### src/bams_pkg.sv
// Shared types and constants of the buzzer melody sequencer.
// Used by the register block, the alarm queue, the note memory and the top level.
`default_nettype none

package bams_pkg;

    // Field widths
    localparam int unsigned TONE_W      = 16;
    localparam int unsigned END_W       = 24;
    localparam int unsigned POS_W       = 8;
    localparam int unsigned INTERVAL_W  = 16;
    localparam int unsigned CFG_DATA_W  = 32;
    localparam int unsigned CFG_ADDR_W  = 5;
    localparam int unsigned IN_TDATA_W  = 88;
    localparam int unsigned OUT_TDATA_W = 24;

    // Register reset values
    localparam logic [INTERVAL_W-1:0] INTERVAL_RST = 16'd5000;
    localparam logic [POS_W-1:0]      LAST_RST     = 8'd1;

    // Register map, one word each
    typedef enum logic [2:0] {
        REG_WARN_INTERVAL = 3'd0,
        REG_REMOTE_EN     = 3'd1,
        REG_MOTOR_EN      = 3'd2,
        REG_REFEREE_EN    = 3'd3,
        REG_START_LAST    = 3'd4,
        REG_MOTOR_LAST    = 3'd5,
        REG_REMOTE_LAST   = 3'd6,
        REG_BG_LAST       = 3'd7
    } reg_idx_t;

    // Song numbers in the note table
    typedef logic [1:0] song_t;
    localparam song_t SONG_START  = 2'd0;
    localparam song_t SONG_MOTOR  = 2'd1;
    localparam song_t SONG_REMOTE = 2'd2;
    localparam song_t SONG_BG     = 2'd3;

    // Playing / alarm codes
    typedef logic [1:0] play_t;
    localparam play_t PLAYING_IDLE   = 2'd0;
    localparam play_t PLAYING_START  = 2'd1;
    localparam play_t PLAYING_MOTOR  = 2'd2;
    localparam play_t PLAYING_REMOTE = 2'd3;

    // Buzzer commands
    typedef enum logic [1:0] {
        CMD_KEEP = 2'd0,
        CMD_PLAY = 2'd1,
        CMD_OFF  = 2'd2
    } cmd_t;

    // What the second stage does with a request
    typedef enum logic [1:0] {
        MODE_LOAD = 2'd0,
        MODE_PLAY = 2'd1,
        MODE_OFF  = 2'd2
    } mode_t;

    typedef struct packed {
        logic [TONE_W-1:0] tone;
        logic [END_W-1:0]  end_ms;
    } note_t;

    typedef struct packed {
        logic [INTERVAL_W-1:0]       warn_interval;
        logic                        remote_en;
        logic                        motor_en;
        logic                        referee_en;
        logic [3:0][POS_W-1:0]       song_last;
    } cfg_t;

    typedef struct packed {
        logic push_remote;
        logic push_motor;
        logic pop_en;
    } q_req_t;

    typedef struct packed {
        logic  pop;
        play_t code;
    } q_rsp_t;

endpackage

`default_nettype wire

### src/bams_cfg_regs.sv
// Configuration registers behind a simple APB-style port.
// Depends on bams_pkg for the register map and the cfg_t bundle.
`default_nettype none

module bams_cfg_regs (
    input  wire logic                            clk,
    input  wire logic                            rst_n,
    input  wire logic                            psel,
    input  wire logic                            penable,
    input  wire logic                            pwrite,
    input  wire logic [bams_pkg::CFG_ADDR_W-1:0] paddr,
    input  wire logic [bams_pkg::CFG_DATA_W-1:0] pwdata,
    output logic      [bams_pkg::CFG_DATA_W-1:0] prdata,
    output logic                                 pready,
    output bams_pkg::cfg_t                       cfg
);
    import bams_pkg::*;

    cfg_t     cfg_reg;
    cfg_t     cfg_next;
    reg_idx_t sel_idx;
    logic     wr_fire;

    assign pready  = 1'b1;
    assign sel_idx = reg_idx_t'(paddr[CFG_ADDR_W-1:2]);
    assign wr_fire = psel && penable && pwrite && pready;
    assign cfg     = cfg_reg;

    // Update the addressed register on a completed write
    always_comb
    begin
        cfg_next = cfg_reg;
        if (wr_fire)
        begin
            case (sel_idx)
                REG_WARN_INTERVAL: cfg_next.warn_interval = pwdata[INTERVAL_W-1:0];
                REG_REMOTE_EN:     cfg_next.remote_en     = pwdata[0];
                REG_MOTOR_EN:      cfg_next.motor_en      = pwdata[0];
                REG_REFEREE_EN:    cfg_next.referee_en    = pwdata[0];
                REG_START_LAST:    cfg_next.song_last[SONG_START]  = pwdata[POS_W-1:0];
                REG_MOTOR_LAST:    cfg_next.song_last[SONG_MOTOR]  = pwdata[POS_W-1:0];
                REG_REMOTE_LAST:   cfg_next.song_last[SONG_REMOTE] = pwdata[POS_W-1:0];
                REG_BG_LAST:       cfg_next.song_last[SONG_BG]     = pwdata[POS_W-1:0];
                default:           cfg_next = cfg_reg;
            endcase
        end
    end

    always_ff @(posedge clk or negedge rst_n)
    begin
        if (!rst_n)
        begin
            cfg_reg.warn_interval <= INTERVAL_RST;
            cfg_reg.remote_en     <= 1'b0;
            cfg_reg.motor_en      <= 1'b1;
            cfg_reg.referee_en    <= 1'b1;
            cfg_reg.song_last     <= {4{LAST_RST}};
        end
        else
        begin
            cfg_reg <= cfg_next;
        end
    end

    // Read back the addressed register
    always_comb
    begin
        case (sel_idx)
            REG_WARN_INTERVAL: prdata = CFG_DATA_W'(cfg_reg.warn_interval);
            REG_REMOTE_EN:     prdata = CFG_DATA_W'(cfg_reg.remote_en);
            REG_MOTOR_EN:      prdata = CFG_DATA_W'(cfg_reg.motor_en);
            REG_REFEREE_EN:    prdata = CFG_DATA_W'(cfg_reg.referee_en);
            REG_START_LAST:    prdata = CFG_DATA_W'(cfg_reg.song_last[SONG_START]);
            REG_MOTOR_LAST:    prdata = CFG_DATA_W'(cfg_reg.song_last[SONG_MOTOR]);
            REG_REMOTE_LAST:   prdata = CFG_DATA_W'(cfg_reg.song_last[SONG_REMOTE]);
            REG_BG_LAST:       prdata = CFG_DATA_W'(cfg_reg.song_last[SONG_BG]);
            default:           prdata = '0;
        endcase
    end

endmodule

`default_nettype wire

### config.mk
export PLATFORM = sky130hd
export DESIGN_NAME = bams_cfg_regs
export DESIGN_NICKNAME = d
export VERILOG_FILES = /design/src/bams_pkg.sv /design/src/bams_cfg_regs.sv
export SDC_FILE = /design/constraint.sdc
export NUM_CORES = 1
export LEC_CHECK = 0
export BUFFER_PORTS_ARGS = -buffer_cell sky130_fd_sc_hd__buf_2
export CORE_MARGIN = 1
export CORE_UTILIZATION = 43
export CTS_BUF_LIST = sky130_fd_sc_hd__clkbuf_2
export DETAILED_ROUTE_END_ITERATION = 10
export PLACE_DENSITY = 0.79
export SYNTH_ARGS = -nofsm -noshare
export SYNTH_HDL_FRONTEND = slang
export SYNTH_SLANG_ARGS = --single-unit
export TNS_END_PERCENT = 50
### constraint.sdc
create_clock -name clk -period 1.14 [get_ports clk]
set_input_delay 0.171 -clock clk [delete_from_list [all_inputs] [get_ports clk]]
set_output_delay 0.171 -clock clk [all_outputs]
set_load 0.05 [all_outputs]
---- Yosys cells after proc, flatten, opt, wreduce, memory -nomap -nowiden ----
Index checks and enable logic that the tools add are counted.
storage, ports and cells
  register bits ........................... 51
  latch bits .............................. 0
  RAM bits ................................ 0
  ROM bits ................................ 0
  input port bits ......................... 42
  output and inout port bits .............. 84
  logic and storage cells ................. 27
  memories ................................ 0
cells by class
  $add $sub $neg .......................... 0
  multipliers ............................. 0
  divide/modulo/power cells ............... 0
  $lt $le $gt $ge ......................... 0
  equality and inequality tests ........... 7
  shift operators ......................... 0
  muxes and demuxes ....................... 1
  bitwise gates (word level) .............. 0
  reductions and logical operators ........ 11
operators with widths
  kind                                            count
  one-hot mux 32 bit (8 select lines)             1
  AND reduction 2 bit                             8
  == test 3 bit (second input constant)           4
  == test 3 x 2 -> 1 bit (second input constant)  2
  == test 3 x 1 -> 1 bit (second input constant)  1
  logical NOT 3 bit                               1
  logical AND 1 bit                               2

---- Longest topological paths before layout ----
Gate-level depths: netlist (run 1).
  depth in word-level cells ............... 3
  gate-level depth with buffers ........... 5

---- Worst setup path after synthesis (run 1) ----
OpenSTA, ideal clock, no wires.
  kind .................................... reg2out
  from .................................... reg cfg_reg (netlist bit cfg[16])
  to ...................................... out prdata[0] (netlist name)
  arrival time ............................ 1.847 ns
  data required time ...................... 0.969 ns
  setup slack ............................. -0.878 ns
  stages on the path, launching flop included .. 4
  path through ............................ dfstp_2 -> mux2_2 -> o211ai_1 -> a41oi_1
on the way
  cells in the longest elaborated chain, start to end .. 1
RTL lines
  what                                 line                 RTL
  from (decl)                          bams_cfg_regs.sv:19  cfg_t cfg_reg;
  from (signal assigned)               bams_cfg_regs.sv:61  cfg_reg <= cfg_next;
  one-hot mux 32 bit (8 select lines)  bams_cfg_regs.sv:68  case (sel_idx)
  to (decl)                            bams_cfg_regs.sv:13  output logic [bams_pkg::CFG_DATA_W-1:0] prdata,
No other way between the ends. The select of a mux whose other input is x is not followed.

---- Worst setup path in the final report (run 1) ----
  from .................................... reg cfg_reg (netlist bit cfg[42])
  to ...................................... out prdata[7] (netlist name)
Same word-level chain as after synthesis.

==> results of run 1 <==
==> cell type report <==
class,instances,area [um^2],share of cell area
flip-flops and latches,51,1320,0.283
inverters,1,3.75,0.000805
multi-input cells,151,1360,0.292
repair buffers,178,1790,0.384
well taps,75,93.8,0.0201
clock buffers,6,30.0,0.00644
clock inverters,2,60.1,0.0129
==> power by group through the flow <==
| stage | combinational, uW | clock (uW) | sequential (uW) |
|---|---|---|---|
| floorplan | 957 | 0 | 3790 |
| global placement | 3130 | 0 | 2490 |
| detailed placement | 3170 | 0 | 2510 |
| CTS | 3990 | 1200 | 2540 |
| global route | 4480 | 1290 | 2590 |
| finish | 4320 | 1230 | 2560 |
==> layout by cell type (no fill, tap or decap), types with 8 or more instances in the layout <==
master	synthesis	layout
buf_6	1	56
buf_4	17	52
mux2_2	43	43
buf_8	0	31
dfrtp_2	0	24
buf_2	4	21
conb_1	2	17
dfrtp_1	40	16
dlygate4sd3_1	0	16
dfstp_2	11	11
mux2_4	10	10
nor2_1	10	9
and2_4	0	8
==> through the flow <==
step | cells | setup TNS, ns
after global routing | 464 | -21.97
after CTS | 449 | -17.43
after global placement | 423 | -21.83
final | 464 | -19.75
after floorplan | 230 | -6.51
after detailed placement | 423 | -23.20
==> Yosys cell counts, drive strengths merged <==
cell / instances
mux2: 53
dfrtp: 40
buf: 23
nor2: 14
dfstp: 11
and2: 8
nand2: 7
and3b: 6
o21ai: 6
nor3: 5
clkbuf: 4
nand2b: 4
a211oi: 3
a2bb2oi: 3
a31oi: 3
mux2i: 3
o21a: 3
conb: 2
nand4b: 2
or3: 2
a2111oi: 1
a21bo: 1
a21boi: 1
a31o: 1
a32oi: 1
a41oi: 1
and3: 1
inv: 1
nand3: 1
nand4: 1
nor2b: 1
nor3b: 1
o211ai: 1
==> timing repair <==
item                                    in CTS  in global routing
hold endpoints to repair                    77                  3
hold buffers                                15                  1
resized for setup                          179                 22
buffers inserted                             4                 20
endpoints found under the setup margin      67                 67
pin swaps                                    4                  3
==> per-layer routing <==
metal | up-vias | global-route usage
met2 | 111 | 0.489
met5 | - | 0
met4 | 0 | 0.100
met3 | 35 | 0.0455
li1 | 1079 | -
met1 | 1194 | 0.317
==> final timing paths <==
check	slack (ns)	start	endpoint
max	-0.96	cfg[42]	prdata[7]
min	0.07	pwdata[0]	cfg[35]
max reg2reg	0.09	cfg[23]	cfg[23]
min reg2reg	0.59	cfg[28]	cfg[28]
max in group asynchronous	0.65	rst_n	cfg[33]
min in group asynchronous	0.18	rst_n	cfg[48]
==> cells by family after synthesis <==
| family | synth area share |
|---|---|
| other | 0.00283 |
| AO/OA/AOI/OAI | 0.0678 |
| multiplexers | 0.250 |
| AND/OR/NAND/NOR | 0.120 |
| buffers and inverters | 0.0744 |
| flip-flops | 0.485 |
==> summary.md, run 1 <==
| Metric | Value |
|---|---|
| Distinct cells, synth | 39 |
| Total number of vias | 2419 |
| GRT Residual Overflow | 0 |
| CTS tree | done |
| Met2 WL | 4790 um |
| Largest cells by area after synthesis | dfrtp_1 (38%), mux2_2 (18%), dfstp_2 (11%), mux2_4 (5.6%), buf_4 (4.8%) |
| I/O pins | 126 |
| RSZ-0062 raised after global routing | true |
| Final-stage net count | 430 |
| Gate power share | 0.533 |
| Int Power | 4780 uW |
| Leak Pwr | 0.00223 uW |
| DR WL met3 | 449 um |
| Post-synth top area cell | dfrtp_1 |
| Status | complete, but fails checks |
| CORE AREA | 5960 um^2 |
| Worst path arrival time | 1.93 ns |
| Final ANT Viol Nets | 0 |
| # diodes | 0 |
| Final Hold Viols | 0 |
| Max VDD drop | 1060 uV |
| Switching Power | 3330 uW |
| Min Clock Period, post-route | 2.10 ns |
| Largest register FFs | 51 |
| Yosys reg bits | 51 |
| Syn avg cell area | 12.4 um^2 |
| Crit. path cell count | 4 |
| Fmax | 476 MHz |
| Design area | 4660 um^2 |
| CTS HTree Levels | 2 |
| Crit-path max FO | 2 |
| Post-DP HPWL | 5080 um |
| DR pass1 iterations | 4 |
| Fraction of the yosys area taken by sequential cells | 0.485 |
| Clock power share | 0.151 |
| Cell Area, Synth | 2660 um^2 |
| Layout cell share with drive strength beyond 1 | 0.748 |
| Die area | 6500 um^2 |
| Port-buffer cells | 90 |
| Overall Power | 8110 uW |
| Mapped Cells | 215 |
| Placer Congestion | 0.755 |
| Post-route DRC violation count | 0 |
| Worst path cell trace | nor2_1 > a2111oi_2 > a31o_2 > buf_6 |
| Max_cap viols | 0 |
| Rows | 28 |
| Ys Warns | 0 |
| Worst setup margin | -0.961 ns |
| Power Density | 1740 nW/um^2 |
| Die H | 80.6 um |
| Final hold slack | 0.0729 ns |
| Finished Core Util | 0.783 |
| Initial antenna violation count | 0 |
| Fillers | 324 |
| Hold Crit Class | in2reg |
| Worst reg2reg path depth | 3 |
| Worst Skew | 0 ns |
| Clock Root Buffer | clkbuf_2 |
| TritonCTS buffer count | 5 |
| Final WL | 9000 um |
| CP bufs+invs | 1 |
| Gr usage total | 0.270 |
| Slew Viols, Final | 0 |
| Crit path largest cell delay | 0.62 ns |
| DR iter-0 viols | 120 |
| Reg clk slew, reported paths | 0.30 ns |
| Vias per inst | 5.21 |
| Die W | 80.6 um |
| Tcrit/Tclk final | 1.84 |
| Kind of critical path | reg2out |
| Pre-CTS setup slack | -0.417 ns |
| CP delay by family, top | flip-flops |
| Worst Hold Depth | 2 |
| CP max-delay cell | dfstp_2 |
| Largest net degree at the start of global routing | 52 |
| Critical Path RT | 0.97 ns |
| Post-DP Area | 3640 um^2 |
| Clk sinks | 51 |
| Met1 wire length | 3400 um |
| Maximum buffer depth of the clock tree | 2 |
| Final setup violation count | 67 |
| Wire length per cell | 19.4 um |
| Synth top area share | 0.377 |
| Switching share of power | 0.410 |
| Crit. End Element | primary output |
| Worst skew pair latency | 0.45 ns |
| Global-route wire length before repair | 12900 um |
| Worst setup SP type | flop |
| Seq pwr share | 0.316 |
| Initial core utilization | 0.446 |
| Failing checks | negative setup slack |
| Area growth syn-to-layout | 75.5% |
| Max layer used | met4 |
| Number of global-route vias before repair | 2494 |
Power figures use the tool's default switching activity.
==> run 2, diff against run 1 <==
- CTS_BUF_LIST: sky130_fd_sc_hd__clkbuf_2 -> sky130_fd_sc_hd__clkbuf_8
==> summary.md, run 2 (synthesis gave the netlist of run 1 again) <==
| Metric | Value |
|---|---|
| R2R Path Start | cfg[30] |
| Worst reg2reg path depth | 3 (unchanged) |
| Worst Skew | 0 ns (unchanged) |
| Max layer used | met4 |
| Final Hold Viols | 0 (unchanged) |
| Worst skew pair latency | 0.30 ns (-0.15 ns) |
| Final ANT Viol Nets | 0 (unchanged) |
| Global-route wire length before repair | 12700 um (-1.7%) |
| Fillers | 316 (-2.5%) |
| Clk sinks | 51 (unchanged) |
| CTS tree | done |
| Leak Pwr | 0.00224 uW (+0.52%) |
| Initial core utilization | 0.446 (unchanged) |
| TritonCTS buffer count | 5 (unchanged) |
| Met2 WL | 5000 um (+4.6%) |
| CTS HTree Levels | 2 (unchanged) |
| Area growth syn-to-layout | 77.6% |
| DR pass1 iterations | 4 (unchanged) |
| I/O pins | 126 (unchanged) |
| Final-stage net count | 416 (-3.3%) |
| Clock Root Buffer | clkbuf_8 |
| Initial antenna violation count | 0 (unchanged) |
| Worst setup SP type | flop |
| Layout cell share with drive strength beyond 1 | 0.792 (+0.0439) |
| Met1 wire length | 3670 um (+7.8%) |
| Die W | 80.6 um (unchanged) |
| Fmax | 555 MHz (+17%) |
| Port-buffer cells | 90 (unchanged) |
| Max VDD drop | 1140 uV (+7.8%) |
| Total number of vias | 2464 (+1.9%) |
| Commonest cells after routing, fill and taps aside | buf_4 (47), buf_6 (44), mux2_2 (43) |
| Placer Congestion | 0.755 (unchanged) |
| Maximum buffer depth of the clock tree | 2 (unchanged) |
| CORE AREA | 5960 um^2 (unchanged) |
| Overall Power | 8370 uW (+3.2%) |
| Wire length per cell | 21.3 um (+9.8%) |
| Power Density | 1770 nW/um^2 (+2.0%) |
| Largest net degree at the start of global routing | 52 (unchanged) |
| Area occupied by registers | 1320 um^2 (unchanged) |
| Hold Path End | cfg[44] |
| Largest register FFs | 51 (unchanged) |
| Die area | 6500 um^2 (unchanged) |
| Post-route DRC violation count | 0 (unchanged) |
| Reg clk slew, reported paths | 0.10 ns (-0.20 ns) |
| Status | complete, but fails checks |
| Max_cap viols | 0 (unchanged) |
| Final hold slack | 0.0941 ns (+0.0212 ns) |
| Worst setup margin | -0.661 ns (+0.300 ns) |
| DR iter-0 viols | 174 (+45%) |
| Final setup violation count | 54 (-19%) |
| Hold Crit Class | in2reg |
| Critical Path RT | 0.97 ns (about the same) |
| Final WL | 9580 um (+6.5%) |
| Post-DP HPWL | 5080 um (unchanged) |
| Vias per inst | 5.48 (+5.0%) |
| Gr usage total | 0.269 (-0.00108) |
| Worst r2r dst | cfg[30] |
| Crit-path max FO | 2 (unchanged) |
| Slew Viols, Final | 0 (unchanged) |
| DR WL met3 | 474 um (+5.6%) |
| Die H | 80.6 um (unchanged) |
| Tcrit/Tclk final | 1.58 (-0.263) |
| Commonest non-fill, non-tap cell in the layout | buf_4 |
| HP Start | pwdata[9] |
| GRT Residual Overflow | 0 (unchanged) |
| Kind of critical path | reg2out |
| Worst path arrival time | 1.63 ns (-0.30 ns) |
| Multi-input gate area | 1410 um^2 (+3.2%) |
| Reg2Reg Setup Slack | 0.11 ns (+0.02 ns) |
| Failing checks | negative setup slack |
| Rows | 28 (unchanged) |
| Min Clock Period, post-route | 1.80 ns (-0.300 ns) |
| Worst Hold Depth | 2 (unchanged) |
| Crit. End Element | primary output |
| Number of global-route vias before repair | 2408 (-3.4%) |
| # diodes | 0 (unchanged) |
| RSZ-0062 raised after global routing | true |
[run 2: per-stage QoR]
step,setup TNS [ns],util,setup slack [ns],cells,instance area [um^2]
floorplan,-6.51,-,-0.444,230,2860
global placement,-21.83,0.611,-0.367,423,3640
detailed placement,-23.20,0.611,-0.417,423,3640
CTS,-5.98,0.759,-0.619,442,4520
global route,-8.82,0.792,-0.679,450,4720
finish,-7.22,0.792,-0.661,450,4720
[run 2: where the power goes]
group | internal (uW) | switching [uW]
sequential | 2250 | 320
clock | 869 | 614
combinational | 1900 | 2410
total | 5020 | 3350
[run 2: final cells by class]
class	count	share of cell area
timing repair buffer	164	0.373
clock inverter	3	0.0135
sequential	51	0.280
multi-input combinational	151	0.298
inverter	1	0.000795
tap	75	0.0199
clock buffer	5	0.0146
[run 2: critical path: stages, from the launching register on]
cell and delay [ns]:
dfstp_2 0.38, mux2_2 0.27, o211ai_1 0.33, a41oi_4 0.16, buf_6 0.18
[run 2: layer usage]
| metal | track usage | vias to the layer above |
|---|---|---|
| met5 | 0 | - |
| met4 | 0.107 | 0 |
| li1 | - | 1057 |
| met2 | 0.471 | 130 |
| met1 | 0.328 | 1237 |
| met3 | 0.0432 | 40 |
[run 2: worst max path at each step]
stage / startpoint / end / slack [ns] / depth (start not counted)
6_report: cfg[0] / prdata[0] / -0.66 / 4
5_1_grt: cfg[0] / prdata[0] / -0.68 / 4
3_5_place_dp: paddr[2] / prdata[6] / -0.42 / 6
2_1_floorplan: cfg[42] / prdata[7] / -0.44 / 3
3_3_place_gp: paddr[2] / cfg[18] / -0.37 / 6
4_1_cts: cfg[16] / prdata[0] / -0.62 / 4
[run 2: what timing repair did]
action,in CTS,in global routing
endpoints found under the hold margin,40,0
pin swaps,7,5
cloned,2,0
buffers inserted,11,11
setup endpoints to repair,89,74
hold buffers,1,0
resized for setup,185,51
==> run 3, diff against run 2 <==
==> constraint.sdc (replaced) <==
create_clock -name clk -period 1.14 [get_ports clk]
set_input_delay 0.114 -clock clk [delete_from_list [all_inputs] [get_ports clk]]
set_output_delay 0.114 -clock clk [all_outputs]
set_load 0.05 [all_outputs]
==> summary.md, run 3 (synthesis gave the netlist of run 1 again) <==
| Metric | Value |
|---|---|
| Clock Root Buffer | clkbuf_8 |
| Gate power share | 0.500 (-0.016) |
| Switching share of power | 0.412 (+0.0121) |
| Post-DP HPWL | 5070 um (-0.11%) |
| Hold Crit Class | in2reg |
| Vias per inst | 5.27 (-3.7%) |
| Crit. End Element | primary output |
| Final setup violation count | 28 (-48%) |
| Fmax | 594 MHz (+7.0%) |
| Number of global-route vias before repair | 2286 (-5.1%) |
| Switching Power | 3170 uW (-5.2%) |
| Total number of vias | 2314 (-6.1%) |
| Port-buffer cells | 90 (unchanged) |
| Commonest non-fill, non-tap cell in the layout | buf_6 |
| Commonest cells after routing, fill and taps aside | buf_6 (44), mux2_2 (43), buf_2 (43) |
| Final-stage net count | 404 (-2.9%) |
| Int Power | 4530 uW (-9.9%) |
| Final Hold Viols | 0 (unchanged) |
| Min Clock Period, post-route | 1.68 ns (-0.117 ns) |
| Worst setup margin | -0.544 ns (+0.117 ns) |
| Pre-CTS setup slack | -0.286 ns (+0.131 ns) |
| DR iter-0 viols | 130 (-25%) |
| Largest net degree at the start of global routing | 52 (unchanged) |
| Rows | 28 (unchanged) |
| TritonCTS buffer count | 5 (unchanged) |
| Placer Congestion | 0.765 (+1.3%) |
| RSZ-0062 raised after global routing | true |
| Seq pwr share | 0.328 (+0.021) |
| Overall Power | 7700 uW (-8.0%) |
| Initial antenna violation count | 1 (+1) |
| Failing checks | negative setup slack |
| Maximum buffer depth of the clock tree | 2 (unchanged) |
| Status | complete, but fails checks |
| Wire length per cell | 18.0 um (-15%) |
| M2 GR Usage | 0.431 (-0.0398) |
| Clk sinks | 51 (unchanged) |
| Initial core utilization | 0.446 (unchanged) |
| GRT Residual Overflow | 0 (unchanged) |
| Critical Path RT | 1.03 ns (+0.06 ns) |
| Final hold slack | 0.0305 ns (-0.0636 ns) |
| Largest register FFs | 51 (unchanged) |
| Die H | 80.6 um (unchanged) |
| Max VDD drop | 1080 uV (-5.7%) |
| Post-route DRC violation count | 0 (unchanged) |
| GR peak layer | met2 |
| Tcrit/Tclk final | 1.48 (-0.103) |
| I/O pins | 126 (unchanged) |
| Finished Core Util | 0.729 (-0.0632) |
| Slew Viols, Final | 0 (unchanged) |
| Final ANT Viol Nets | 0 (unchanged) |
| Layout cell share with drive strength beyond 1 | 0.766 (-0.0262) |
| Final WL | 7910 um (-17%) |
| CTS tree | done |
| Worst Skew | 0 ns (unchanged) |
| Worst setup SP type | flop |
| Die area | 6500 um^2 (unchanged) |
| Leak Pwr | 0.00211 uW (-6.0%) |
| Power Density | 1770 nW/um^2 (about the same) |
| Max_cap viols | 0 (unchanged) |
| Worst skew pair latency | 0.30 ns (about the same) |
| Reg clk slew, reported paths | 0.10 ns (about the same) |
| Setup TNS | -4.64 ns (+2.58 ns) |
| DR pass1 iterations | 4 (unchanged) |
| Kind of critical path | reg2out |
| Die W | 80.6 um (unchanged) |
| GR Util met3 | 0.0420 (-0.00114) |
| Global-route wire length before repair | 12000 um (-5.0%) |
| Gr usage total | 0.250 (-0.0190) |
| Clock power share | 0.172 (-0.005) |
| Met1 global-route usage | 0.311 (-0.0170) |
| Worst path arrival time | 1.57 ns (-0.06 ns) |
| Crit-path max FO | 2 (unchanged) |
| Area growth syn-to-layout | 63.4% |
| CORE AREA | 5960 um^2 (unchanged) |
| CTS HTree Levels | 2 (unchanged) |
-- run 3: worst paths after layout --
kind	endpoint	from	slack, ns	cells past startpoint
max	prdata[7]	cfg[42]	-0.54	4
min	cfg[46]	pwdata[11]	0.03	2
max reg2reg	cfg[13]	cfg[13]	0.11	3
min reg2reg	cfg[5]	cfg[5]	0.54	1
max in group asynchronous	cfg[8]	rst_n	0.50	3
min in group asynchronous	cfg[50]	rst_n	0.35	3
-- run 3: through the flow --
stage / instances / instance area [um^2]
after floorplan: 230 / 2840
after global placement: 417 / 3590
after detailed placement: 417 / 3590
after CTS: 434 / 4180
after global routing: 439 / 4340
final: 439 / 4340
-- run 3: power groups by stage --
stage | Clock [uW] | Sequential, uW | Combinational (uW)
2_1_floorplan | 0 | 3780 | 949
3_3_place_gp | 0 | 2500 | 3060
3_5_place_dp | 0 | 2520 | 3110
4_1_cts | 1340 | 2500 | 3640
5_1_grt | 1440 | 2570 | 4000
6_report | 1320 | 2530 | 3850
-- run 3: timing repair --
action                                 CTS  global route
gates resized for setup                119            33
setup endpoints to repair               45            41
buffers inserted                         7             9
hold buffers                             1             0
endpoints found under the hold margin   40             0
pin swaps                                9             5
gates cloned                             1             0
-- run 3: worst max-delay path, cell delays in order, from the launching register on --
cell,delay [ns]
dfstp_2,0.55
nor2_2,0.05
a2111oi_4,0.33
a31o_2,0.18
buf_8,0.15
-- run 3: layout make-up --
| cell class | count | area, um^2 |
|---|---|---|
| Clock inverter | 2 | 35.0 |
| Multi-Input combinational cell | 151 | 1380 |
| Antenna cell | 1 | 2.50 |
| Sequential cell | 51 | 1320 |
| Timing Repair Buffer | 152 | 1430 |
| Tap cell | 75 | 93.8 |
| Inverter | 1 | 3.75 |
| Fill cell | 390 | 1610 |
| Clock buffer | 6 | 82.6 |
-- run 3: layer usage --
layer / share of wire / wire (um)
met1: 0.41 / 3230
met2: 0.53 / 4190
met3: 0.049 / 388
met4: 0.013 / 99
met5: 0 / 0
