`config.mk`:
```
export PLATFORM = sky130hd
export DESIGN_NAME = bams_alarm_queue
export DESIGN_NICKNAME = d
export VERILOG_FILES = /design/src/bams_pkg.sv /design/src/bams_alarm_queue.sv
export SDC_FILE = /design/constraint.sdc
export NUM_CORES = 1
export LEC_CHECK = 0
export BUFFER_PORTS_ARGS = -buffer_cell sky130_fd_sc_hd__buf_2
export CORE_ASPECT_RATIO = 0.75
export CORE_UTILIZATION = 53
export CTS_CLUSTER_SIZE = 28
export DETAILED_ROUTE_END_ITERATION = 12
export HOLD_SLACK_MARGIN = 0.1
export PLACE_DENSITY = 0.74
export SETUP_SLACK_MARGIN = 0.05
export SYNTH_ARGS = -nofsm -noshare
export SYNTH_HDL_FRONTEND = slang
export SYNTH_SLANG_ARGS = --single-unit
```
`constraint.sdc`:
```
create_clock -name clk -period 3.8 [get_ports clk]
set_input_delay 0.76 -clock clk [delete_from_list [all_inputs] [get_ports clk]]
set_output_delay 0.76 -clock clk [all_outputs]
set_load 0.02 [all_outputs]
```
`src/bams_pkg.sv`:
```
// Shared types and constants of the buzzer melody sequencer.
// Used by the register block, the alarm queue, the note memory and the top level.
`default_nettype none

package bams_pkg;

    // Field widths
    localparam int unsigned TONE_W      = 16;
    localparam int unsigned END_W       = 24;
    localparam int unsigned POS_W       = 8;
    localparam int unsigned INTERVAL_W  = 16;
    localparam int unsigned CFG_DATA_W  = 32;
    localparam int unsigned CFG_ADDR_W  = 5;
    localparam int unsigned IN_TDATA_W  = 88;
    localparam int unsigned OUT_TDATA_W = 24;

    // Register reset values
    localparam logic [INTERVAL_W-1:0] INTERVAL_RST = 16'd5000;
    localparam logic [POS_W-1:0]      LAST_RST     = 8'd1;

    // Register map, one word each
    typedef enum logic [2:0] {
        REG_WARN_INTERVAL = 3'd0,
        REG_REMOTE_EN     = 3'd1,
        REG_MOTOR_EN      = 3'd2,
        REG_REFEREE_EN    = 3'd3,
        REG_START_LAST    = 3'd4,
        REG_MOTOR_LAST    = 3'd5,
        REG_REMOTE_LAST   = 3'd6,
        REG_BG_LAST       = 3'd7
    } reg_idx_t;

    // Song numbers in the note table
    typedef logic [1:0] song_t;
    localparam song_t SONG_START  = 2'd0;
    localparam song_t SONG_MOTOR  = 2'd1;
    localparam song_t SONG_REMOTE = 2'd2;
    localparam song_t SONG_BG     = 2'd3;

    // Playing / alarm codes
    typedef logic [1:0] play_t;
    localparam play_t PLAYING_IDLE   = 2'd0;
    localparam play_t PLAYING_START  = 2'd1;
    localparam play_t PLAYING_MOTOR  = 2'd2;
    localparam play_t PLAYING_REMOTE = 2'd3;

    // Buzzer commands
    typedef enum logic [1:0] {
        CMD_KEEP = 2'd0,
        CMD_PLAY = 2'd1,
        CMD_OFF  = 2'd2
    } cmd_t;

    // What the second stage does with a request
    typedef enum logic [1:0] {
        MODE_LOAD = 2'd0,
        MODE_PLAY = 2'd1,
        MODE_OFF  = 2'd2
    } mode_t;

    typedef struct packed {
        logic [TONE_W-1:0] tone;
        logic [END_W-1:0]  end_ms;
    } note_t;

    typedef struct packed {
        logic [INTERVAL_W-1:0]       warn_interval;
        logic                        remote_en;
        logic                        motor_en;
        logic                        referee_en;
        logic [3:0][POS_W-1:0]       song_last;
    } cfg_t;

    typedef struct packed {
        logic push_remote;
        logic push_motor;
        logic pop_en;
    } q_req_t;

    typedef struct packed {
        logic  pop;
        play_t code;
    } q_rsp_t;

endpackage

`default_nettype wire

```
`src/bams_alarm_queue.sv`:
```
// Alarm FIFO: up to two pushes (remote first) and one pop per request.
// Depends on bams_pkg for the request/response structs and alarm codes.
`default_nettype none

module bams_alarm_queue #(
    parameter int unsigned DEPTH = 10
) (
    input  wire logic             clk,
    input  wire logic             rst_n,
    input  wire bams_pkg::q_req_t req,
    output bams_pkg::q_rsp_t      rsp
);
    import bams_pkg::*;

    localparam int unsigned PTR_W = $clog2(DEPTH);
    localparam int unsigned CNT_W = $clog2(DEPTH + 1);

    play_t            slot_reg [DEPTH];
    logic [PTR_W-1:0] head_reg;
    logic [PTR_W-1:0] head_next;
    logic [PTR_W-1:0] tail_reg;
    logic [PTR_W-1:0] tail_next;
    logic [CNT_W-1:0] count_reg;
    logic [CNT_W-1:0] count_next;
    logic [CNT_W-1:0] cnt_mid;
    logic [CNT_W-1:0] cnt_pushed;
    logic [PTR_W-1:0] slot_m;
    logic             ok_r;
    logic             ok_m;

    function automatic logic [PTR_W-1:0] wrap_inc(input logic [PTR_W-1:0] p);
        logic [PTR_W-1:0] r;
        r = (p == PTR_W'(DEPTH - 1)) ? '0 : p + PTR_W'(1);
        return r;
    endfunction

    // Accept pushes while there is room; drop the rest
    always_comb
    begin
        ok_r       = req.push_remote && (count_reg < CNT_W'(DEPTH));
        cnt_mid    = count_reg + CNT_W'(ok_r);
        ok_m       = req.push_motor && (cnt_mid < CNT_W'(DEPTH));
        cnt_pushed = cnt_mid + CNT_W'(ok_m);
        slot_m     = ok_r ? wrap_inc(tail_reg) : tail_reg;

        rsp.pop  = req.pop_en && (cnt_pushed != '0);
        rsp.code = (count_reg != '0) ? slot_reg[head_reg]
                 : (ok_r ? PLAYING_REMOTE : PLAYING_MOTOR);

        tail_next = tail_reg;
        if (ok_r || ok_m)
        begin
            tail_next = wrap_inc(ok_r && ok_m ? wrap_inc(tail_reg) : tail_reg);
        end
        head_next  = rsp.pop ? wrap_inc(head_reg) : head_reg;
        count_next = cnt_pushed - CNT_W'(rsp.pop);
    end

    // Store pushed codes
    always_ff @(posedge clk)
    begin
        if (ok_r)
        begin
            slot_reg[tail_reg] <= PLAYING_REMOTE;
        end
        if (ok_m)
        begin
            slot_reg[slot_m] <= PLAYING_MOTOR;
        end
    end

    always_ff @(posedge clk or negedge rst_n)
    begin
        if (!rst_n)
        begin
            head_reg  <= '0;
            tail_reg  <= '0;
            count_reg <= '0;
        end
        else
        begin
            head_reg  <= head_next;
            tail_reg  <= tail_next;
            count_reg <= count_next;
        end
    end

`ifndef SYNTHESIS
    a_count_bound: assert property (@(posedge clk) disable iff (!rst_n)
        count_reg <= CNT_W'(DEPTH))
        else $error("alarm queue count above depth");

    a_pop_needs_entry: assert property (@(posedge clk) disable iff (!rst_n)
        rsp.pop |-> (count_reg != '0 || req.push_remote || req.push_motor))
        else $error("alarm popped from empty queue");
`endif

endmodule

`default_nettype wire

```
After elaboration in Yosys (flattened, before gate mapping)
Memory sizes are Yosys's and may differ from the RTL's.
Index checks and enable logic that the tools add are counted.
W data, S select, Z words.
- add/subtract/negate cells: 6
- $lt $le $gt $ge: 2
- multiplexer cells: 11
- equal/unequal tests: 3
- reduce and logical (&&, ||, !) cells: 7
- operator list (operator ; count):
    $mux W4 ; 5
    $add A4 B1 Y4 const B ; 3
    $eq A4 B4 Y1 const B ; 3
    $add A4 B1 Y4 ; 2
    $lt A4 B4 Y1 const B ; 2
    $reduce_bool A4 Y1 ; 2
    $mux W1 ; 5
    $logic_and A1 B1 Y1 ; 4
    $sub A4 B1 Y4 ; 1
    $mux W2 ; 1
    $logic_or A1 B1 Y1 ; 1
- register bits after elaboration: 12
- memories: 1
- RAM bits: 10
- logic and storage cells: 33
- input bits: 5
- output and inout bits: 3
- memory list (memory ; words ; width ; rd ports ; clocked after memory_dff ; wr ports ; line ; text):
    slot_reg ; 10 ; 1 ; 1 ; 0 ; 2 ; bams_alarm_queue.sv:18 ; play_t slot_reg [DEPTH];

Logic depth before layout (Yosys ltp)
Gate-level depths: netlist of run 1.
- depth in word-level cells: 9
- gate-level depth with buffers: 17
- gate-level depth less buffers: 17

Worst setup path before layout of run 1
No wires, ideal clock.
- path kind: input to output
- start: in req[2] (netlist bit)
- end: out rsp[2] (netlist bit)
- buffers on the path: 0
- stages: 13
- path slack: -0.172 ns
- arrival: 3.212 ns
- required time: 3.040 ns
- cells stage by stage: nand2_1 -> inv_2 -> ha_1 -> ha_1 -> nor2b_1 -> o21ai_0 -> nand3_1 -> inv_1 -> ha_1 -> ha_1 -> xnor2_1 -> nand3_1 -> o21a_2
- RTL lines (what ; line ; text):
    from (decl) ; bams_alarm_queue.sv:10 ; input wire bams_pkg::q_req_t req,
    to (decl) ; bams_alarm_queue.sv:11 ; output bams_pkg::q_rsp_t rsp

==> flow_summary.toml, run 1 <==
[outcome]
status = "finished, final reports clean"

[setup_path]
crit_type = "reg2out"
crit_arrival_ns = 2.88
worstSetupEndpointType = "output pin"
crit_chain = "o21ai_2 -> nand2_2 -> inv_2 -> ha_4 -> ha_4 -> nor2b_2 -> o21ai_2 -> nand3_2 -> inv_1 -> ha_2 -> ha_2 -> inv_2 -> nand3_2 -> o21a_4 -> buf_4"
rr_worst_depth = 17
crit_start = "count_reg[2]$_DFF_PN0_"
crit_cells = 15
cp_num_buf_inv = 4
cpPeakStageDelay_ns = 0.44
worstReg2RegStart = "count_reg[2]$_DFF_PN0_"
rr_endpoint = "count_reg[2]$_DFF_PN0_"
path_delay_family = "adder cells"
start_kind = "register"
cp-endpoint = "rsp[2]"
ff2ff_setup_slack_ns = 0.74
required_ns = 3.04
cpMaxStageDelayCell = "dfrtp_2"
critPathMaxFanout = 3

[global_route]
grt.met3_usage_pct = 5.966
grt_max_degree = 19
first_global_vias = 1079
overflow = 0
met1_usage_pct = 36.30
antenna_found_initial = 0
busiest_layer = "met2"
met2_usage_pct = 40.88
grt_first_pass_wirelength_mm = 5.050
grt.total_usage_pct = 25.72

[placement]
dpl_cell_area_sq_mm = 0.001465
port_buffers = 6
dp_cells = 185
gp_congestion = 0.8805
hpwl_mm = 2.230
dp_slack_ns = -0.06925

[timing]
worstMarginPinSlew_ns = 0.5254
hold_slack_ns = 0.2838
hold_viol = 0
clock-skew-final_ns = 0.01268
max_freq_mhz = 274.7
finalSetupViolCount = 0
max-slew-margin-rel_pct = 64.97
setup_ws_ns = 0.1592
finalCritPeriodShare_pct = 95.81
rsz0062_at_grt = "no"
finalCriticalPeriod_ns = 3.641
slew_violations = 0

[synth]
synth_top_cell_area_share_pct = 22.16
syn_area_per_cell_sq_um = 9.345
yosys-top-cells-area = "dfrtp_1 22%, dfxtp_1 15%, ha_1 5.5%"
synth_top_flop_cell = "dfrtp_1"
syn_area_sq_mm = 0.001355
synth_most_common_cell = "nand2_1"
async_flop_share_pct = 54.55
synth_cell_types = 45
syn_inst = 145
ys_warn_count = 0
synth_top_cell_by_area = "dfrtp_1"
ys_ff_latch = 22
synth_edf_count = 0
synth_common_cells = "13 x nand2_1, 12 x dfrtp_1, 10 x dfxtp_1, 9 x a21oi_1"
ys_seq_area_share_pct = 36.93
synth_fp_nets = 156

[cells_and_area]
largest_reg_flops = 10
stdcell_count = 195
area_delta_synth_final_pct = 19.94
antenna_cells = 0
n_fill_cell = 190
design_area_sq_mm = 0.001625
fin_nets = 173
final_layout_size_suffix_gt1_share_pct = 31.68

[floorplanning]
die_x_microns = 60.39
start_util_pct = 57.30
ios = 8
placementRows = 15
die-area_sq_mm = 0.002765
die_y_microns = 45.79
core-area_sq_mm = 0.002365

[power_and_ir_drop]
power_frac_comb_pct = 59.8
power.density_mw_per_mm2 = 1076
ir_drop_mv = 0.7425
p_int_uw = 984.1
p_clk_share_pct = 10.5
pwr-share-seq_pct = 29.8
p_leak_nw = 0.6941
total_power_mw = 1.749
p_switching_uw = 764.6
power.share.switching_pct = 43.72

[drt]
antenna_left = 0
drtPass1Iterations = 4
drt_iter0_drc = 76
post_drt_wl_per_cell_microns = 15.65
drcViolationCount = 0
vias_per_cell = 5.810
routed_wl_mm = 3.051
via_count = 1133

[hold_path]
hold_path_class = "in2async"

[cts]
clock_latency_ns = 0.32
clk_path_buf_depth = 2
cts-buffers-inserted = 3
cts-root-buf = "clkbuf_4"
cts_hold_buffers = 0
htree_levels = 1
clkSlewWorstSetupHoldPaths_ns = 0.13
clock-sinks = 22
cts_tree = "yes"

[flow_run]
cap_viol_max_count = 0
## per-stage QoR
stage | util, % | setup TNS, ns
3_3_place_gp | 61.96 | 0
2_1_floorplan | - | 0
3_5_place_dp | 61.96 | -0.06925
4_1_cts | 66.93 | 0
6_report | 68.73 | 0
5_1_grt | 68.73 | 0
## cell type report
| type | count | area (sq um) | area share, % |
|---|---|---|---|
| Clock buffer | 3 | 22.52 | 1.386 |
| Inverter | 8 | 30.03 | 1.848 |
| Sequential cell | 22 | 503.0 | 30.95 |
| Tap cell | 34 | 42.54 | 2.617 |
| Clock inverter | 1 | 30.03 | 1.848 |
| Multi-Input combinational cell | 108 | 867.1 | 53.35 |
| Timing Repair Buffer | 19 | 130.1 | 8.006 |
## worst min path at each step
| stage | end | start | slack, ns |
|---|---|---|---|
| final | head_reg[1]$_DFFE_PN0P_ | rst_n | 0.28 |
| after global routing | head_reg[2]$_DFFE_PN0P_ | rst_n | 0.28 |
| after CTS | head_reg[1]$_DFFE_PN0P_ | rst_n | 0.29 |
| after detailed placement | slot_reg[6]$_SDFF_PP0_ | slot_reg[6]$_SDFF_PP0_ | 0.48 |
| after global placement | slot_reg[6]$_SDFF_PP0_ | slot_reg[6]$_SDFF_PP0_ | 0.46 |
| after floorplan | slot_reg[1]$_SDFF_PP0_ | slot_reg[1]$_SDFF_PP0_ | 0.43 |
## power by group through the flow
stage | registers [mW] | logic [mW] | clock network (mW)
floorplan | 0.430 | 0.743 | 0
global placement | 0.525 | 0.859 | 0
detailed placement | 0.533 | 0.892 | 0
CTS | 0.515 | 0.998 | 0.184
global route | 0.540 | 1.16 | 0.201
finish | 0.521 | 1.04 | 0.183
## per-layer routing
layer  up-vias  wire [microns]
met5         -               0
met4         0              15
met3         2             202
met2        36            1385
met1       541            1447
li1        554               -
## repair_timing
action | in CTS | in global routing
endpoints found under the setup margin | 1 | 1
hold endpoints to repair | 0 | 0
buffers inserted | 5 | 1
pin swaps | 2 | 4
gates resized for setup | 8 | 6
## logic make-up (layout without fill, tap and decap cells)
logic type	Yosys count	count (layout)	share of synthesized area, %
other cells	1	1	0.2767
simple gates	41	41	15.33
compound gates	42	42	21.51
buf+inv	15	31	4.525
xor+xnor	11	11	8.218
flops	22	22	36.93
mux	7	7	7.663
fa+ha+maj	6	6	5.540
## cells in the final DEF (no fill, tap or decap), drive strengths merged, types with 4 or more instances in the layout
master	instances
nand2	13
nor2b	5
dfrtp	12
inv	8
buf	19
mux2	4
o21ai	7
ha	6
a31oi	4
dfxtp	10
o31ai	7
nor2	6
xor2	5
nand3	6
xnor2	6
a21oi	9
No activity file was read; power rests on OpenSTA's default activity.
==> run 2, diff against run 1 <==
--- a/config.mk
+++ b/config.mk
@@ -12,7 +12,7 @@
 export DETAILED_ROUTE_END_ITERATION = 12
 export HOLD_SLACK_MARGIN = 0.1
 export PLACE_DENSITY = 0.74
-export SETUP_SLACK_MARGIN = 0.05
+export SETUP_SLACK_MARGIN = 0.3
 export SYNTH_ARGS = -nofsm -noshare
 export SYNTH_HDL_FRONTEND = slang
 export SYNTH_SLANG_ARGS = --single-unit
==> run 2 against run 1 <==
Net effect:
- fmax is 0.62% higher
- critical path depth stayed put
- highest routed layer unchanged
- largest power group unchanged
- worst hold slack worse by 0.0012 ns
- power is 21% higher
- clock-buffer cell count is 1 higher
- register-to-register slack worse by 0.47 ns
- via count is 14% higher
- worst setup slack better by 0.023 ns
==> flow_summary.toml, run 2 (synthesis gave the netlist of run 1 again) <==
[placement]
dpl_cell_area_sq_mm = 0.001506
gp_congestion = 0.8901
port_buffers = 6
dp_cells = 183
hpwl_mm = 2.143
dp_slack_ns = 0.1051

[global_route]
overflow = 0
first_global_vias = 1224
met1_usage_pct = 42.25
met2_usage_pct = 49.23
grt_max_degree = 19
busiest_layer = "met2"
grt.total_usage_pct = 30.76
antenna_found_initial = 0
grt.met3_usage_pct = 5.682
grt_first_pass_wirelength_mm = 6.023

[timing]
worstMarginPinSlew_ns = 0.5227
slew_violations = 0
finalSetupViolCount = 0
clock-skew-final_ns = 0.003660
finalCriticalPeriod_ns = 3.618
max-slew-margin-rel_pct = 65.15
setup_ws_ns = 0.1817
setup_tns_ns = 0
hold_viol = 0
max_freq_mhz = 276.4
rsz0062_at_grt = "yes"
finalCritPeriodShare_pct = 95.22

[cts]
clkSlewWorstSetupHoldPaths_ns = 0.13
clock_latency_ns = 0.33
cts-buffers-inserted = 3
clock-sinks = 22
htree_levels = 1
clk_path_buf_depth = 2
cts-root-buf = "clkbuf_4"
cts_tree = "yes"

[floorplanning]
start_util_pct = 57.30
die-area_sq_mm = 0.002765
die_y_microns = 45.79
ios = 8
core-area_sq_mm = 0.002365
placementRows = 15
die_x_microns = 60.39

[setup_path]
worstSetupEndpointType = "output pin"
crit_type = "reg2out"
rr_worst_depth = 22
rr_endpoint = "slot_reg[7]$_SDFF_PP0_"
crit_arrival_ns = 2.86
ff2ff_setup_slack_ns = 0.27
start_kind = "register"
critPathMaxFanout = 3
worstReg2RegStart = "count_reg[2]$_DFF_PN0_"
required_ns = 3.04

[drt]
drcViolationCount = 0
drtPass1Iterations = 4
antenna_left = 0
routed_wl_mm = 3.903
via_count = 1295
post_drt_wl_per_cell_microns = 17.74
vias_per_cell = 5.886
drt_iter0_drc = 72

[cells_and_area]
stdcell_count = 220
fin_nets = 198
final_common_cell = "buf_4"
antenna_cells = 0
area_delta_synth_final_pct = 39.61
design_area_sq_mm = 0.001892
n_fill_cell = 144
final_layout_size_suffix_gt1_share_pct = 45.70
layout_common_cells = "37 x buf_4, 12 x nand2_1, 10 x dfxtp_1"
largest_reg_flops = 10

[power_and_ir_drop]
power.density_mw_per_mm2 = 1120
p_leak_nw = 0.8214
ir_drop_mv = 0.8911

[flow_run]
cap_viol_max_count = 0

[outcome]
status = "finished, final reports clean"

[hold_path]
hold_path_class = "in2async"
[run 2: cell count changes in the layout (fill, tap and decap cells not counted), sizes merged]
cell	change
bufinv	-1
buf	+25
clkbuf	+1
[run 2: metrics by stage]
| stage | power [mW] | util [%] | hold WS (ns) |
|---|---|---|---|
| 2_1_floorplan | 1.243 | - | 0.4327 |
| 3_3_place_gp | 1.453 | 63.70 | 0.4675 |
| 3_5_place_dp | 1.486 | 63.70 | 0.4721 |
| 4_1_cts | 1.922 | 76.08 | 0.2908 |
| 5_1_grt | 2.266 | 80.00 | 0.2959 |
| 6_report | 2.119 | 80.00 | 0.2825 |
[run 2: critical path, stage by stage, from the launching register on]
cell and delay (ns):
dfrtp_2 0.45, o21ai_4 0.16, nand2_2 0.10, inv_4 0.08, ha_4 0.15, ha_4 0.21
nor2b_4 0.13, o21ai_2 0.19, nand3_2 0.11, inv_2 0.08, ha_4 0.14, ha_4 0.13
xnor2_2 0.12, nand3_2 0.12, o21a_4 0.24, buf_6 0.13
[run 2: worst max path at each step]
stage | start | to | cells after the start
CTS | req[2] | rsp[2] | 15
global placement | req[2] | rsp[2] | 15
detailed placement | req[2] | rsp[2] | 15
finish | count_reg[2]$_DFF_PN0_ | rsp[2] | 15
floorplan | req[2] | rsp[2] | 13
global route | count_reg[2]$_DFF_PN0_ | rsp[2] | 15
[run 2: repair_timing]
| item | CTS | global route |
|---|---|---|
| pin swaps | 10 | 10 |
| hold buffers | 0 | 0 |
| endpoints found under the setup margin | 1 | 8 |
| setup buffers | 27 | 6 |
| resized for setup | 12 | 10 |
[run 2: area by class of cell]
| cell class | count | area, sq um | area share [%] |
|---|---|---|---|
| inverters | 8 | 35.03 | 1.852 |
| well taps | 34 | 42.54 | 2.249 |
| repair buffers | 44 | 325.3 | 17.20 |
| flip-flops and latches | 22 | 504.2 | 26.65 |
| multi-input cells | 108 | 937.1 | 49.54 |
| clock buffers | 4 | 47.55 | 2.513 |
[run 2: layer usage]
metal | part of all wire (%) | routed length, microns | vias up
met5 | 0 | 0 | -
met4 | 2.5 | 98 | 0
met3 | 5.2 | 204 | 14
met2 | 47 | 1841 | 46
met1 | 45 | 1758 | 627
li1 | - | - | 608
[run 2: where the power goes]
part	switching, mW	total (mW)	internal (mW)	leakage, nW
logic	0.661	1.42	0.756	0.574
registers	0.181	0.541	0.360	0.222
clock network	0.0804	0.161	0.0806	0.0261
==> run 3, diff against run 2 <==
--- a/config.mk
+++ b/config.mk
@@ -11,8 +11,9 @@
 export CTS_CLUSTER_SIZE = 28
 export DETAILED_ROUTE_END_ITERATION = 12
 export HOLD_SLACK_MARGIN = 0.1
-export PLACE_DENSITY = 0.74
+export PLACE_DENSITY = 0.83
 export SETUP_SLACK_MARGIN = 0.3
+export SLEW_MARGIN = 20
 export SYNTH_ARGS = -nofsm -noshare
 export SYNTH_HDL_FRONTEND = slang
 export SYNTH_SLANG_ARGS = --single-unit
==> run 3 against run 2 <==
Net effect:
- fmax down 0.82%
- clock skew is 0.0096 ns higher
- sequential cell count stayed put
- worst setup slack got worse by 0.030 ns
- die area unchanged
- utilization is 1.2 points lower
- final cell count fell by 2.3%
- routed wire length up 8.9%
- clock-buffer cell count unchanged
- final area down 1.5%
- first-iteration DRC count grew 47%
- critical endpoint is now slot_reg[7]$_SDFF_PP0_
==> flow_summary.toml, run 3 (synthesis gave the netlist of run 1 again) <==
[hold_path]
hold_path_class = "in2async"

[drt]
via_count = 1342
post_drt_wl_per_cell_microns = 19.76
routed_wl_mm = 4.249
vias_per_cell = 6.242
drcViolationCount = 0
drtPass1Iterations = 5
antenna_left = 0
drt_iter0_drc = 106

[cells_and_area]
largest_reg_flops = 10
fin_nets = 193
design_area_sq_mm = 0.001864
stdcell_count = 215
layout_common_cells = "32 x buf_4, 12 x nand2_1, 10 x dfxtp_1"
regArea_sq_um = 504.2
multi_input_comb_area_sq_um = 964.7
utilization_pct = 78.84
final_layout_size_suffix_gt1_share_pct = 44.20
antenna_cells = 0
n_fill_cell = 147
area_delta_synth_final_pct = 37.58
final_common_cell = "buf_4"

[cts]
clk_path_buf_depth = 2
cts-root-buf = "clkbuf_4"
cts-buffers-inserted = 3
clock_latency_ns = 0.32
clkSlewWorstSetupHoldPaths_ns = 0.13
cts_tree = "yes"
cts_hold_buffers = 0
htree_levels = 1
clock-sinks = 22

[power_and_ir_drop]
total_power_mw = 2.066
power.density_mw_per_mm2 = 1108
p_leak_nw = 0.7941
ir_drop_mv = 0.7143

[outcome]
status = "finished, final reports clean"

[setup_path]
required_ns = 4.01
crit_chain = "o21ai_4 -> nand2_4 -> clkinv_4 -> ha_4 -> ha_4 -> nor2b_4 -> o21ai_2 -> nand3_2 -> buf_4 -> buf_4 -> buf_4 -> buf_4 -> buf_4 -> buf_4 -> buf_4 -> buf_4 -> buf_4 -> buf_4 -> buf_4 -> buf_4 -> buf_8 -> o31ai_4 -> o21ai_1"
crit_type = "reg2reg"
path_common_cell = "buf_4"
worstSetupEndpointType = "register"
critPathMaxFanout = 6
crit_arrival_ns = 3.86
cpMaxStageDelayCell = "dfrtp_2"
start_kind = "register"
cpPeakStageDelay_ns = 0.47

[floorplanning]
placementRows = 15
start_util_pct = 57.30
core-area_sq_mm = 0.002365
ios = 8
die-area_sq_mm = 0.002765
die_x_microns = 60.39
die_y_microns = 45.79

[global_route]
antenna_found_initial = 0
grt.total_usage_pct = 33.09
grt_first_pass_wirelength_mm = 6.251
grt_max_degree = 19
first_global_vias = 1337
overflow = 0

[timing]
finalSetupViolCount = 0
finalCriticalPeriod_ns = 3.648
hold_slack_ns = 0.3068
rsz0062_at_grt = "yes"
clock-skew-final_ns = 0.01326
finalCritPeriodShare_pct = 96.00
max-slew-margin-rel_pct = 59.49
hold_viol = 0
slew_violations = 0
max_freq_mhz = 274.1
worstMarginPinSlew_ns = 0.6077

[placement]
dp_cells = 182
hpwl_mm = 2.439
gp_congestion = 0.8655
port_buffers = 6
dpl_cell_area_sq_mm = 0.001499

[flow_run]
cap_viol_max_count = 0
## run 3: changes by cell type in the layout (fill, tap and decap cells not counted), sizes merged
cell    delta
buf        -5
clkinv     +1
inv        -1
## run 3: final timing paths
path,startpoint,endpoint,slack [ns],cells after the start
setup / recovery,count_reg[3]$_DFF_PN0_,slot_reg[7]$_SDFF_PP0_,0.15,23
hold / removal,rst_n,count_reg[3]$_DFF_PN0_,0.31,1
hold reg to reg,slot_reg[9]$_SDFF_PP0_,slot_reg[9]$_SDFF_PP0_,0.50,2
max in group asynchronous,rst_n,count_reg[2]$_DFF_PN0_,3.25,1
min in group clk,slot_reg[9]$_SDFF_PP0_,slot_reg[9]$_SDFF_PP0_,0.50,2
setup reg to reg,count_reg[3]$_DFF_PN0_,slot_reg[7]$_SDFF_PP0_,0.15,23
## run 3: layout make-up
class	count	area share [%]
tap	34	2.282
multi-input combinational	108	51.74
clock buffer	4	1.409
inverter	8	1.879
sequential	22	27.05
timing repair buffer	39	15.64
## run 3: power by group
part | internal, mW | switching [mW] | leakage [nW]
Clock | 0.0410 | 0.0718 | 0.0150
Combinational | 0.720 | 0.679 | 0.558
Sequential | 0.360 | 0.194 | 0.222
## run 3: worst max-delay path, delay by kind of cell (launching register included)
family / cells / cell delay, ns
AO/OA/AOI/OAI: 4 / 0.63
buffers and inverters: 14 / 1.69
AND/OR/NAND/NOR: 3 / 0.32
adder cells (fa/ha/maj): 2 / 0.42
flip-flops: 1 / 0.47
## run 3: routing by layer
layer | global-route usage [%] | up-vias | wire (microns)
met1 | 39.28 | 655 | 1593
li1 | - | 599 | -
met5 | 0 | - | 0
met2 | 57.14 | 74 | 2127
met4 | 15.81 | 0 | 153
met3 | 7.386 | 14 | 375
## run 3: metrics by stage
step                setup TNS [ns]  setup WS [ns]
CTS                              0         0.2426
finish                           0         0.1518
floorplan                        0         0.3035
detailed placement        -0.02598       -0.02598
global placement                 0        0.03127
global route                     0        0.08232
## run 3: repair_timing
item                                    CTS  global route
pin swaps                                10             7
buffers inserted                         24             5
endpoints found under the setup margin    1             9
resized for setup                        15            13
